$ cat config.mk
export PLATFORM = sky130hd
export DESIGN_NAME = magnetic_contact_detector
export DESIGN_NICKNAME = d
export VERILOG_FILES = /design/src/rtl/mcd_pkg.sv /design/src/rtl/mcd_front.sv /design/src/rtl/mcd_queue.sv /design/src/rtl/mcd_back.sv /design/src/rtl/magnetic_contact_detector.sv
export SDC_FILE = /design/constraint.sdc
export NUM_CORES = 2
export LEC_CHECK = 0
export BUFFER_PORTS_ARGS = -buffer_cell sky130_fd_sc_hd__buf_4
export CAP_MARGIN = 10
export CORE_ASPECT_RATIO = 0.9
export CORE_MARGIN = 10
export CORE_UTILIZATION = 65
export CTS_CLUSTER_DIAMETER = 40
export DETAILED_ROUTE_END_ITERATION = 10
export PLACE_DENSITY = 0.88
export SYNTH_ARGS = -nofsm -noshare
export SYNTH_HDL_FRONTEND = slang
export SYNTH_SLANG_ARGS = --single-unit
$ cat constraint.sdc
create_clock -name clk -period 25.8 [get_ports clk]
set_input_delay 2.58 -clock clk [delete_from_list [all_inputs] [get_ports clk]]
set_output_delay 2.58 -clock clk [all_outputs]
set_load 0.005 [all_outputs]
$ cat src/rtl/mcd_pkg.sv
`default_nettype none
package mcd_pkg;

  localparam int CHANNELS            = 3;
  localparam int SENSORS_PER_CHANNEL = 4;
  localparam int CALIB_SAMPLES       = 10;

  localparam int SLOTS  = CHANNELS * SENSORS_PER_CHANNEL;
  localparam int SLOT_W = (SLOTS > 1) ? $clog2(SLOTS) : 1;

  localparam int CHAN_W     = 2;
  localparam int SENSOR_W   = 2;
  localparam int FIELD_W    = 16;
  localparam int CORR_W     = 17;
  localparam int SUM_W      = 20;
  localparam int CNT_W      = 4;
  localparam int THR_W      = 16;
  localparam int MASK_W     = 12;
  localparam int MASK_IDX_W = 4;
  localparam int STOP_W     = 3;

  localparam int CFG_IDX_W  = 1;
  localparam int CFG_DATA_W = 16;

  localparam logic [THR_W-1:0]  RESET_THRESHOLD = 16'd500;
  localparam logic [MASK_W-1:0] RESET_PRESENT   = 12'hFFF;

  // Division by the sample count as a multiply by a rounded-up reciprocal.
  localparam int DIV_SHIFT = 24;
  localparam int RECIP_W   = DIV_SHIFT + 1;
  localparam longint DIV_RECIP =
    ((64'd1 << DIV_SHIFT) + CALIB_SAMPLES - 1) / CALIB_SAMPLES;
  localparam int PROD_W    = SUM_W + RECIP_W;

  localparam int QUEUE_DEPTH = 4;
  localparam int QPTR_W      = $clog2(QUEUE_DEPTH);
  localparam int QCNT_W      = $clog2(QUEUE_DEPTH + 1);

  typedef enum logic [CFG_IDX_W-1:0] {
    CFG_THRESHOLD = 1'b0,
    CFG_PRESENT   = 1'b1
  } cfg_idx_t;

  typedef struct packed {
    logic                     cal;
    logic [CHAN_W-1:0]        chan;
    logic signed [FIELD_W-1:0] fx;
    logic signed [FIELD_W-1:0] fy;
    logic signed [FIELD_W-1:0] fz;
    logic signed [SUM_W-1:0]  sx;
    logic signed [SUM_W-1:0]  sy;
    logic signed [SUM_W-1:0]  sz;
    logic                     last;
  } item_t;

endpackage
`default_nettype wire

$ cat src/rtl/mcd_front.sv
`default_nettype none
module mcd_front (
  input  wire logic                          clk,
  input  wire logic                          rst_n,
  input  wire logic                          cfg_we,
  input  wire logic [mcd_pkg::CFG_IDX_W-1:0]  cfg_idx,
  input  wire logic [mcd_pkg::CFG_DATA_W-1:0] cfg_wdata,
  input  wire logic                          push,
  input  wire logic [mcd_pkg::CHAN_W-1:0]     channel,
  input  wire logic [mcd_pkg::SENSOR_W-1:0]   sensor,
  input  wire logic                          read_ok,
  input  wire logic signed [mcd_pkg::FIELD_W-1:0] field_x,
  input  wire logic signed [mcd_pkg::FIELD_W-1:0] field_y,
  input  wire logic signed [mcd_pkg::FIELD_W-1:0] field_z,
  input  wire logic                          last_of_sweep,
  output mcd_pkg::item_t                     item,
  output logic [mcd_pkg::THR_W-1:0]          z_threshold
);
  import mcd_pkg::*;

  logic [THR_W-1:0]        thr_r;
  logic [MASK_W-1:0]       present_r;
  logic signed [SUM_W-1:0] sum_x_r [SLOTS];
  logic signed [SUM_W-1:0] sum_y_r [SLOTS];
  logic signed [SUM_W-1:0] sum_z_r [SLOTS];
  logic [CNT_W-1:0]        cnt_r   [SLOTS];

  logic [31:0]       slot_full;
  logic [SLOT_W-1:0] slot;
  logic              slot_ok;
  logic              usable;
  logic              calibrating;

  always_comb begin
    slot_full = 32'(channel) * 32'(SENSORS_PER_CHANNEL) + 32'(sensor);
    slot      = slot_full[SLOT_W-1:0];
    slot_ok   = (32'(channel) < 32'(CHANNELS)) && (32'(sensor) < 32'(SENSORS_PER_CHANNEL)) &&
                (slot_full < 32'(SLOTS)) && (slot_full < 32'(MASK_W));
    usable    = slot_ok && present_r[slot_full[MASK_IDX_W-1:0]] && read_ok;
    calibrating = cnt_r[slot] < CNT_W'(CALIB_SAMPLES);

    item.cal  = usable && !calibrating;
    item.chan = channel;
    item.fx   = field_x;
    item.fy   = field_y;
    item.fz   = field_z;
    item.sx   = sum_x_r[slot];
    item.sy   = sum_y_r[slot];
    item.sz   = sum_z_r[slot];
    item.last = last_of_sweep;
  end

  assign z_threshold = thr_r;

  always_ff @(posedge clk) begin
    if (!rst_n) begin
      thr_r     <= RESET_THRESHOLD;
      present_r <= RESET_PRESENT;
    end else if (cfg_we) begin
      case (cfg_idx_t'(cfg_idx))
        CFG_THRESHOLD: thr_r     <= cfg_wdata[THR_W-1:0];
        CFG_PRESENT:   present_r <= cfg_wdata[MASK_W-1:0];
        default: begin
        end
      endcase
    end
  end

  always_ff @(posedge clk) begin
    if (!rst_n) begin
      for (int i = 0; i < SLOTS; i++) begin
        sum_x_r[i] <= '0;
        sum_y_r[i] <= '0;
        sum_z_r[i] <= '0;
        cnt_r[i]   <= '0;
      end
    end else if (push && usable && calibrating) begin
      sum_x_r[slot] <= sum_x_r[slot] + SUM_W'(field_x);
      sum_y_r[slot] <= sum_y_r[slot] + SUM_W'(field_y);
      sum_z_r[slot] <= sum_z_r[slot] + SUM_W'(field_z);
      cnt_r[slot]   <= cnt_r[slot] + CNT_W'(1);
    end
  end

endmodule
`default_nettype wire

$ cat src/rtl/mcd_queue.sv
`default_nettype none
module mcd_queue (
  input  wire logic           clk,
  input  wire logic           rst_n,
  input  wire logic           push,
  input  wire mcd_pkg::item_t push_item,
  output logic                full,
  input  wire logic           pop,
  output logic                not_empty,
  output mcd_pkg::item_t      head_item
);
  import mcd_pkg::*;

  item_t             mem_r [QUEUE_DEPTH];
  logic [QPTR_W-1:0] wr_r;
  logic [QPTR_W-1:0] rd_r;
  logic [QCNT_W-1:0] cnt_r;

  assign full      = (cnt_r == QCNT_W'(QUEUE_DEPTH));
  assign not_empty = (cnt_r != '0);
  assign head_item = mem_r[rd_r];

  always_ff @(posedge clk) begin
    if (push) begin
      mem_r[wr_r] <= push_item;
    end
  end

  always_ff @(posedge clk) begin
    if (!rst_n) begin
      wr_r  <= '0;
      rd_r  <= '0;
      cnt_r <= '0;
    end else begin
      if (push) begin
        wr_r <= (32'(wr_r) == QUEUE_DEPTH - 1) ? '0 : wr_r + QPTR_W'(1);
      end
      if (pop) begin
        rd_r <= (32'(rd_r) == QUEUE_DEPTH - 1) ? '0 : rd_r + QPTR_W'(1);
      end
      case ({push, pop})
        2'b10:   cnt_r <= cnt_r + QCNT_W'(1);
        2'b01:   cnt_r <= cnt_r - QCNT_W'(1);
        default: cnt_r <= cnt_r;
      endcase
    end
  end

endmodule
`default_nettype wire

$ cat src/rtl/mcd_back.sv
`default_nettype none
module mcd_back (
  input  wire logic                        clk,
  input  wire logic                        rst_n,
  input  wire logic                        q_valid,
  input  wire mcd_pkg::item_t              q_item,
  output logic                             pop,
  input  wire logic [mcd_pkg::THR_W-1:0]   z_threshold,
  output logic                             res_valid,
  input  wire logic                        res_ready,
  output logic                             res_out_valid,
  output logic signed [mcd_pkg::CORR_W-1:0] res_corr_x,
  output logic signed [mcd_pkg::CORR_W-1:0] res_corr_y,
  output logic signed [mcd_pkg::CORR_W-1:0] res_corr_z,
  output logic                             res_over,
  output logic [mcd_pkg::STOP_W-1:0]       res_stop_mask,
  output logic                             res_contact,
  output logic                             res_sweep_done
);
  import mcd_pkg::*;

  logic                      s1_vld_r;
  logic                      s1_cal_r;
  logic [CHAN_W-1:0]         s1_chan_r;
  logic signed [FIELD_W-1:0] s1_fx_r, s1_fy_r, s1_fz_r;
  logic                      s1_last_r;
  logic [PROD_W-1:0]         s1_px_r, s1_py_r, s1_pz_r;
  logic                      s1_nx_r, s1_ny_r, s1_nz_r;

  logic                      out_vld_r;
  logic                      o_valid_r;
  logic signed [CORR_W-1:0]  o_cx_r, o_cy_r, o_cz_r;
  logic                      o_over_r;
  logic [STOP_W-1:0]         o_mask_r;
  logic                      o_contact_r;
  logic                      o_done_r;
  logic [STOP_W-1:0]         sweep_r;

  logic out_load;
  logic s1_adv;

  logic [SUM_W-1:0]          ax, ay, az;
  logic signed [CORR_W-1:0]  cx, cy, cz;
  logic [CORR_W-1:0]         mag;
  logic                      over;
  logic [STOP_W-1:0]         stop_bits;
  logic [STOP_W-1:0]         stop_nxt;

  function automatic logic signed [CORR_W-1:0] correct(
    input logic signed [FIELD_W-1:0] f,
    input logic [PROD_W-1:0]         p,
    input logic                      neg
  );
    logic signed [SUM_W-1:0] q;
    logic signed [SUM_W-1:0] d;
    q = p[DIV_SHIFT +: SUM_W];
    if (neg) begin
      q = -q;
    end
    d = SUM_W'(f) - q;
    return d[CORR_W-1:0];
  endfunction

  assign out_load = !out_vld_r || res_ready;
  assign s1_adv   = !s1_vld_r || out_load;
  assign pop      = q_valid && s1_adv;

  always_comb begin
    ax = q_item.sx[SUM_W-1] ? SUM_W'(-q_item.sx) : SUM_W'(q_item.sx);
    ay = q_item.sy[SUM_W-1] ? SUM_W'(-q_item.sy) : SUM_W'(q_item.sy);
    az = q_item.sz[SUM_W-1] ? SUM_W'(-q_item.sz) : SUM_W'(q_item.sz);
  end

  always_ff @(posedge clk) begin
    if (!rst_n) begin
      s1_vld_r <= 1'b0;
    end else if (s1_adv) begin
      s1_vld_r <= q_valid;
    end
  end

  always_ff @(posedge clk) begin
    if (pop) begin
      s1_cal_r  <= q_item.cal;
      s1_chan_r <= q_item.chan;
      s1_fx_r   <= q_item.fx;
      s1_fy_r   <= q_item.fy;
      s1_fz_r   <= q_item.fz;
      s1_last_r <= q_item.last;
      s1_px_r   <= PROD_W'(ax) * PROD_W'(DIV_RECIP);
      s1_py_r   <= PROD_W'(ay) * PROD_W'(DIV_RECIP);
      s1_pz_r   <= PROD_W'(az) * PROD_W'(DIV_RECIP);
      s1_nx_r   <= q_item.sx[SUM_W-1];
      s1_ny_r   <= q_item.sy[SUM_W-1];
      s1_nz_r   <= q_item.sz[SUM_W-1];
    end
  end

  always_comb begin
    cx   = s1_cal_r ? correct(s1_fx_r, s1_px_r, s1_nx_r) : '0;
    cy   = s1_cal_r ? correct(s1_fy_r, s1_py_r, s1_ny_r) : '0;
    cz   = s1_cal_r ? correct(s1_fz_r, s1_pz_r, s1_nz_r) : '0;
    mag  = cz[CORR_W-1] ? CORR_W'(-cz) : CORR_W'(cz);
    over = s1_cal_r && (mag > CORR_W'(z_threshold));
    for (int i = 0; i < STOP_W; i++) begin
      stop_bits[i] = over && (32'(s1_chan_r) == i);
    end
    stop_nxt = sweep_r | stop_bits;
  end

  always_ff @(posedge clk) begin
    if (!rst_n) begin
      out_vld_r <= 1'b0;
      sweep_r   <= '0;
    end else if (out_load) begin
      out_vld_r <= s1_vld_r;
      if (s1_vld_r) begin
        sweep_r <= s1_last_r ? '0 : stop_nxt;
      end
    end
  end

  always_ff @(posedge clk) begin
    if (out_load && s1_vld_r) begin
      o_valid_r   <= s1_cal_r;
      o_cx_r      <= cx;
      o_cy_r      <= cy;
      o_cz_r      <= cz;
      o_over_r    <= over;
      o_mask_r    <= s1_last_r ? stop_nxt : '0;
      o_contact_r <= s1_last_r && (stop_nxt != '0);
      o_done_r    <= s1_last_r;
    end
  end

  assign res_valid      = out_vld_r;
  assign res_out_valid  = o_valid_r;
  assign res_corr_x     = o_cx_r;
  assign res_corr_y     = o_cy_r;
  assign res_corr_z     = o_cz_r;
  assign res_over       = o_over_r;
  assign res_stop_mask  = o_mask_r;
  assign res_contact    = o_contact_r;
  assign res_sweep_done = o_done_r;

endmodule
`default_nettype wire

$ cat src/rtl/magnetic_contact_detector.sv
// Channel   Direction  Handshake           Carries
// in_       input      in_valid/in_ready   one tagged three-axis reading
// out_      output     out_valid/out_ready one result per reading
// cfg_      input      cfg_we              threshold and fitted-sensor mask
//
// One reading can be accepted on every cycle while in_ready is high. Each reading passes
// through the queue, the calibration sums having been updated at acceptance, and then
// through the reciprocal multiply stage before the correction is registered at the
// output. A four-entry queue separates calibration from the correction pipeline; while
// a result is held, five requests can wait before in_ready falls. Reset is synchronous
// and clears the baselines, counts and sweep mask.
`default_nettype none
module magnetic_contact_detector (
  input  wire logic                          clk,
  input  wire logic                          rst_n,
  input  wire logic                          cfg_we,
  input  wire logic [mcd_pkg::CFG_IDX_W-1:0]  cfg_idx,
  input  wire logic [mcd_pkg::CFG_DATA_W-1:0] cfg_wdata,
  input  wire logic                          in_valid,
  output logic                               in_ready,
  input  wire logic [mcd_pkg::CHAN_W-1:0]     in_channel,
  input  wire logic [mcd_pkg::SENSOR_W-1:0]   in_sensor,
  input  wire logic                          in_read_ok,
  input  wire logic signed [mcd_pkg::FIELD_W-1:0] in_field_x,
  input  wire logic signed [mcd_pkg::FIELD_W-1:0] in_field_y,
  input  wire logic signed [mcd_pkg::FIELD_W-1:0] in_field_z,
  input  wire logic                          in_last_of_sweep,
  output logic                               out_valid,
  input  wire logic                          out_ready,
  output logic                               out_out_valid,
  output logic signed [mcd_pkg::CORR_W-1:0]  out_corr_x,
  output logic signed [mcd_pkg::CORR_W-1:0]  out_corr_y,
  output logic signed [mcd_pkg::CORR_W-1:0]  out_corr_z,
  output logic                               out_over_threshold,
  output logic [mcd_pkg::STOP_W-1:0]         out_stop_mask,
  output logic                               out_contact,
  output logic                               out_sweep_done
);
  import mcd_pkg::*;

  item_t            front_item;
  item_t            head_item;
  logic             push;
  logic             full;
  logic             not_empty;
  logic             pop;
  logic [THR_W-1:0] z_threshold;

  assign in_ready = !full;
  assign push     = in_valid && !full;

  mcd_front u_front (
    .clk           (clk),
    .rst_n         (rst_n),
    .cfg_we        (cfg_we),
    .cfg_idx       (cfg_idx),
    .cfg_wdata     (cfg_wdata),
    .push          (push),
    .channel       (in_channel),
    .sensor        (in_sensor),
    .read_ok       (in_read_ok),
    .field_x       (in_field_x),
    .field_y       (in_field_y),
    .field_z       (in_field_z),
    .last_of_sweep (in_last_of_sweep),
    .item          (front_item),
    .z_threshold   (z_threshold)
  );

  mcd_queue u_queue (
    .clk       (clk),
    .rst_n     (rst_n),
    .push      (push),
    .push_item (front_item),
    .full      (full),
    .pop       (pop),
    .not_empty (not_empty),
    .head_item (head_item)
  );

  mcd_back u_back (
    .clk            (clk),
    .rst_n          (rst_n),
    .q_valid        (not_empty),
    .q_item         (head_item),
    .pop            (pop),
    .z_threshold    (z_threshold),
    .res_valid      (out_valid),
    .res_ready      (out_ready),
    .res_out_valid  (out_out_valid),
    .res_corr_x     (out_corr_x),
    .res_corr_y     (out_corr_y),
    .res_corr_z     (out_corr_z),
    .res_over       (out_over_threshold),
    .res_stop_mask  (out_stop_mask),
    .res_contact    (out_contact),
    .res_sweep_done (out_sweep_done)
  );

endmodule
`default_nettype wire
**After elaboration in Yosys (flattened, before gate mapping)**

Memories as Yosys holds them, arrays and structs flattened. A register that Yosys moved wholly into a read port is not among the register bits.
Cells that the tools add are included.

- Multiply operators: 3
- Bitwise logic cells: 2
- Order comparisons: 5
- Add/sub/neg operators: 19
- Equal/unequal tests: 7
- Mux-type cells: 34
- Reduce and logical (&&, ||, !) cells: 32

Operators with widths:

| cell | count |
|---|---|
| 20-bit by 20-bit multiplier with 40-bit output, second input constant | 3 |
| 20-bit 2-to-1 mux | 6 |
| 17-bit 2-to-1 mux | 5 |
| 17-bit negation | 4 |
| 20-bit by 16-bit adder with 20-bit output | 3 |
| 20-bit negation | 3 |
| 20-bit OR reduction | 3 |
| 16-bit by 17-bit subtractor with 17-bit output | 3 |
| 32-bit by 4-bit less-than comparator with 1-bit output, second input constant | 1 |
| 4-bit 2-to-1 mux | 5 |
| 17-bit by 16-bit greater-than comparator with 1-bit output | 1 |
| 1-bit logical AND | 15 |
| 1-bit 2-to-1 mux | 11 |
| 2-bit == test, second input constant | 4 |
| 2-bit 2-to-1 mux | 4 |
| 3-bit case mux with 2 select lines | 1 |
| 2-bit AND reduction | 3 |
| 3-bit nonzero test | 2 |
| 4-bit by 2-bit adder with 5-bit output | 1 |
| 4-bit by 5-bit less-than comparator with 1-bit output, second input constant | 1 |
| 2-bit by 1-bit adder with 2-bit output, second input constant | 2 |
| 4-bit by 1-bit adder with 4-bit output, second input constant | 1 |
| 1-bit binary-select mux with 4-bit select | 1 |
| 2-bit by 1-bit == test with 1-bit output, second input constant | 2 |
| other kinds (13) | 17 |

- Output and inout bits: 60
- Memory bits (writable): 1,216
- Register bits: 273
- Memories: 5
- Logic and storage cells: 135
- Input port bits: 76

Memory list:

| memory | words | bits a word | rd ports | clocked after Yosys merged registers in | wr ports | line | text |
|---|---|---|---|---|---|---|---|
| u_queue.mem_r | 4 | 112 | 1 | 1 | 1 | mcd_queue.sv:14 | `item_t mem_r [QUEUE_DEPTH];` |
| u_front.sum_x_r | 12 | 20 | 1 | 0 | 12 | mcd_front.sv:23 | `logic signed [SUM_W-1:0] sum_x_r [SLOTS];` |
| u_front.sum_y_r | 12 | 20 | 1 | 0 | 12 | mcd_front.sv:24 | `logic signed [SUM_W-1:0] sum_y_r [SLOTS];` |
| u_front.sum_z_r | 12 | 20 | 1 | 0 | 12 | mcd_front.sv:25 | `logic signed [SUM_W-1:0] sum_z_r [SLOTS];` |
| u_front.cnt_r | 12 | 4 | 1 | 0 | 12 | mcd_front.sv:26 | `logic [CNT_W-1:0] cnt_r [SLOTS];` |

**Logic depth before layout (Yosys ltp)**

- Depth in word-level cells: 13
- Depth in mapped cells: 38
- Mapped depth without buffers: 35

**Hierarchy**

Synthesis repeated with hierarchy kept, for this count alone.

- Cell total of the unflattened synthesis: 6,900
- Area, all modules: 95,895.7 um2

Modules (own cells, without submodules):

| module | instances | cells an instance | area each (um2) | seq. area each (um2) |
|---|---|---|---|---|
| mcd_front | 1 | 3,153 | 47,712.0 | 31,310.0 |
| mcd_back | 1 | 3,117 | 31,471.4 | 5,024.8 |
| mcd_queue | 1 | 628 | 16,702.3 | 13,633.1 |
| magnetic_contact_detector | 1 | 2 | 10.0 | 0.0 |

**Worst setup path before layout**

No wires, ideal clock.

- Kind: input to register
- Start: input port out_ready
- End: register u_queue.cnt_r[2]
- Setup time: 76 ps
- Stages: 8
- Required time: 25,724 ps
- Path buffers: 0
- Path slack: 15,929 ps
- Arrival time: 9,796 ps
- Path through: nor2b_1 > a21oi_1 > ha_1 > inv_1 > fa_1 > xor2_1 > or3_1 > a21boi_0

- Word-level cells in the longest chain between the ends: 5
- Elaborated cells between the ends (all ways): 7
- Those cells by class: 2 x eq/ne; 1 x mux; 4 x reduce/logical

RTL lines:

| element | line | text |
|---|---|---|
| from (decl) | magnetic_contact_detector.sv:29 | `input wire logic out_ready,` |
| 1-bit logical OR * | mcd_back.sv:64 | `assign out_load = !out_vld_r \|\| res_ready;` |
| 1-bit logical OR * | mcd_back.sv:65 | `assign s1_adv = !s1_vld_r \|\| out_load;` |
| 1-bit logical AND * | mcd_back.sv:66 | `assign pop = q_valid && s1_adv;` |
| named net pop | magnetic_contact_detector.sv:46 | `logic pop;` |
| 2-bit by 1-bit == test with 1-bit output or 2-bit == test (tied branches) | mcd_queue.sv:41 | `case ({push, pop})` |
| 3-bit case mux with 2 select lines or 2-bit nonzero test (tied branches) | -- |  |
| to (signal assigned) | mcd_queue.sv:42 | `2'b10: cnt_r <= cnt_r + QCNT_W'(1);` |
| to (signal assigned) | mcd_queue.sv:43 | `2'b01: cnt_r <= cnt_r - QCNT_W'(1);` |
| to (signal assigned) | mcd_queue.sv:44 | `default: cnt_r <= cnt_r;` |
| to (decl) | mcd_queue.sv:17 | `logic [QCNT_W-1:0] cnt_r;` |

Mark *: on every way through the listed nets, which the timed path passes. The rest lies on a longest branch.
A chain may end at the register's enable or synchronous reset.

==> qor.csv <==
stage,metric,value,unit
route,first_pass_iters,8,
synth,ys_ff_latch,1678,
die,die_x,418,um
synth,yosys-top-cells-area,"edfxtp_1, mux4_2, ha_1",
clocking,postCtsHoldBufs,0,
route,drt-total-wl,250000,um
sta,period_minus_slack,11.36,ns
synth,ys_types,72,
run_status,outcome,finished clean,
synth,synth_top_area_share,53.1,%
grt,antenna_found_initial,19,
die,initial_core_util,65.4,%
setup_path,r2r_slack,14.44,ns
synth,yosysTopAreaCell,edfxtp_1,
sta,tightestPinTransition,1.27,ns
die,ios,136,
clocking,clk_pin_slew,0.06,ns
grt,grt.total_usage,31.7,%
cells_and_area,syn_to_final_growth,11.4,%
grt,grt_pass1_vias,60700,
die,die_area,158000,um^2
clocking,clock_latency,0.85,ns
sta,clock_skew,0.0858,ns
route,drc,0,
sta,slew_viol_final,0,
setup_path,crit_arrival,11.93,ns
die,num_rows,131,
route,vias,57700,
placed_design,io_buffers,135,
route,first_iter_violations,8053,
synth,synth_ff_type,edfxtp_1,
die,die_h,378,um
clocking,cts_setup_buffers,0,
cells_and_area,fillCellCount,7978,
placed_design,dp_hpwl,155000,um
setup_path,cp_slowest_cell,mux4_2,
setup_path,timing.rr.end,u_back.s1_py_r[40]$_DFFE_PP_,
clocking,cts_resized,0,
die,fp.coreArea,141000,um^2
worst_hold_path,min_from,u_front.z_threshold[13]$_SDFFE_PN0P_,
sta,fmax,88.1,MHz
synth,ys_warn_count,0,
worst_hold_path,min_path_type,reg2reg,
cells_and_area,layout-drive-gt1-share,14.5,%
synth,syn_avg_cell_area,14.4,um^2
route,wl_per_cell,28.3,um
synth,yosysSeqAreaShare,54.0,%
worst_hold_path,holdPathEnd,u_front.z_threshold[13]$_SDFFE_PN0P_,
synth,synth_edf_count,1636,
cells_and_area,nets,8018,
clocking,cts_num_sinks,1678,
synth,synthCells,6405,
route,via_per_inst,6.54,
setup_path,cp_data_required_time,26.37,ns
sta,timing.final.crit_share,44.0,%
grt,grt_pass1_wl,374000,um
sta,finalSetupViolations,0,
setup_path,critical_path_class,reg2reg,
setup_path,cp-end-kind,flip-flop,
placed_design,routabilityCongestion,0.953,
setup_path,worstRegToRegCells,32,
synth,syn_area,92500,um^2
clocking,htree_num_levels,4,
worst_hold_path,holdPathStages,2,
job,cap_violations,0,
synth,async_reset_ff_share,0,%
setup_path,max_stage_delay,0.82,ns
setup_path,crit_path_start_kind,flip-flop,
route,final_antenna_net_count,0,
grt,gr-total-overflow,0,
setup_path,cp_max_fo,38,
sta,finalHoldViolCount,0,
clocking,cts-root-buf,clkbuf_16,
sta,rsz0062_at_grt,no,
sta,totalNegativeSetupSlack,0,ns
grt,grt_start_max_net_pins,81,
clocking,cts_inserted_buffers,187,
clocking,cts_tree,built,
sta,max-slew-margin-rel,14.7,%
setup_path,crit_top_cell,fa_1,
clocking,cts_buffer_depth,3,
state kept, by name, summed over array words and instances, names as in the netlist, 2 cells and up, named ones only:
register,flops
u_back.s1_py_r,17
u_queue.mem_r,448
u_back.s1_px_r,17
u_front.present_r,12
u_queue.cnt_r,3
u_back.res_stop_mask,3
u_front.sum_y_r,320
u_back.s1_chan_r,2
u_back.s1_pz_r,17
u_back.res_corr_z,17
u_front.sum_z_r,320
u_back.s1_fx_r,16
u_back.s1_fz_r,16
u_queue.rd_r,2
u_front.z_threshold,16
u_back.res_corr_x,17
u_front.sum_x_r,320
u_front.cnt_r,64
u_back.s1_fy_r,16
u_queue.wr_r,2
u_back.res_corr_y,17
u_back.sweep_r,3
cell usage after synthesis (9+ instances only):
cell	count
nor2_1	896
o21a_1	31
or3_1	26
nand3_1	50
nand2b_1	20
nor2b_1	38
and3_1	15
dfxtp_1	42
a21o_1	52
nand4_1	23
inv_1	749
fa_1	422
o211ai_1	13
a21boi_0	25
clkbuf_1	213
mux2i_1	9
o21bai_1	15
ha_1	732
a21oi_1	120
o21ai_0	77
buf_1	54
nor3_1	55
mux4_2	434
xnor2_1	137
a31oi_1	15
and2_1	20
edfxtp_1	1636
nand2_1	185
or2_2	12
o31ai_1	23
xor2_1	123
o21ai_1	16
worst max-delay path, delay by kind of cell, from the launching register on:
kind / cells / cell delay (ns)
compound gates: 11 / 2.86
xor+xnor: 2 / 0.53
simple gates: 6 / 1.37
mux: 1 / 0.82
fa+ha+maj: 8 / 3.53
buf+inv: 4 / 1.48
flops: 1 / 0.50
per-stage QoR:
| stage | cells | utilization (%) | setup WS [ns] | hold slack (ns) | instance area (um^2) |
|---|---|---|---|---|---|
| floorplan | 6660 | - | 15.93 | 0.435 | 93400 |
| global placement | 8448 | 68.1 | 14.61 | 0.447 | 96400 |
| detailed placement | 8449 | 68.2 | 14.40 | 0.450 | 96400 |
| CTS | 8798 | 72.7 | 14.40 | 0.468 | 103000 |
| global route | 8818 | 72.8 | 13.72 | 0.494 | 103000 |
| finish | 8823 | 72.8 | 14.44 | 0.469 | 103000 |
cells by family after synthesis:
kind of cell    share of synthesized area (%)
xor+xnor                                 2.46
mux                                      10.7
flops                                    54.0
buf+inv                                  4.18
compound gates                           3.19
fa+ha+maj                                19.0
simple gates                             6.38
other cells                           0.00406
how the worst max path moves through the flow:
stage	startpoint	to	slack, ns	cells past startpoint
5_1_grt	flip-flop	u_back.s1_py_r[40]$_DFFE_PP_	13.72	34
4_1_cts	flip-flop	u_back.s1_py_r[40]$_DFFE_PP_	14.40	34
3_5_place_dp	flip-flop	u_back.s1_py_r[40]$_DFFE_PP_	14.40	34
6_report	flip-flop	u_back.s1_py_r[40]$_DFFE_PP_	14.44	32
3_3_place_gp	flip-flop	u_back.s1_py_r[40]$_DFFE_PP_	14.61	34
2_1_floorplan	out_ready	u_queue.cnt_r[2]$_SDFFE_PN0P_	15.93	8
final cells by class:
cell class / count / area, um^2 / share of cell area, %
tap: 1862 / 2330 / 2.26
antenna: 13 / 32.5 / 0.0316
inverter: 754 / 2830 / 2.75
clock buffer: 212 / 4840 / 4.70
sequential: 1678 / 50000 / 48.5
clock inverter: 137 / 1570 / 1.52
timing repair buffer: 212 / 1620 / 1.57
multi-input combinational: 3955 / 39800 / 38.6
cells in the final DEF, fill, tap and decap left out, types with 123 or more instances in the layout:
cell and instances:
xnor2_1 136, inv_1 748, ha_1 732, mux4_2 434, edfxtp_1 1636, conb_1 256
xor2_1 123, nor2_1 896, fa_1 422, buf_4 207, clkbuf_16 189, nand2_1 164
per-layer routing:
layer	up-vias	wire length, um	global-route usage, %
met5	-	82	0.182
li1	23600	-	-
met2	4707	118000	50.6
met3	1108	32000	8.70
met1	28300	86000	40.8
met4	8	14000	14.7
Power is left out: the tool's default activity adds up to more than one toggle a clock period on the data nets, which glitch-free logic cannot reach.
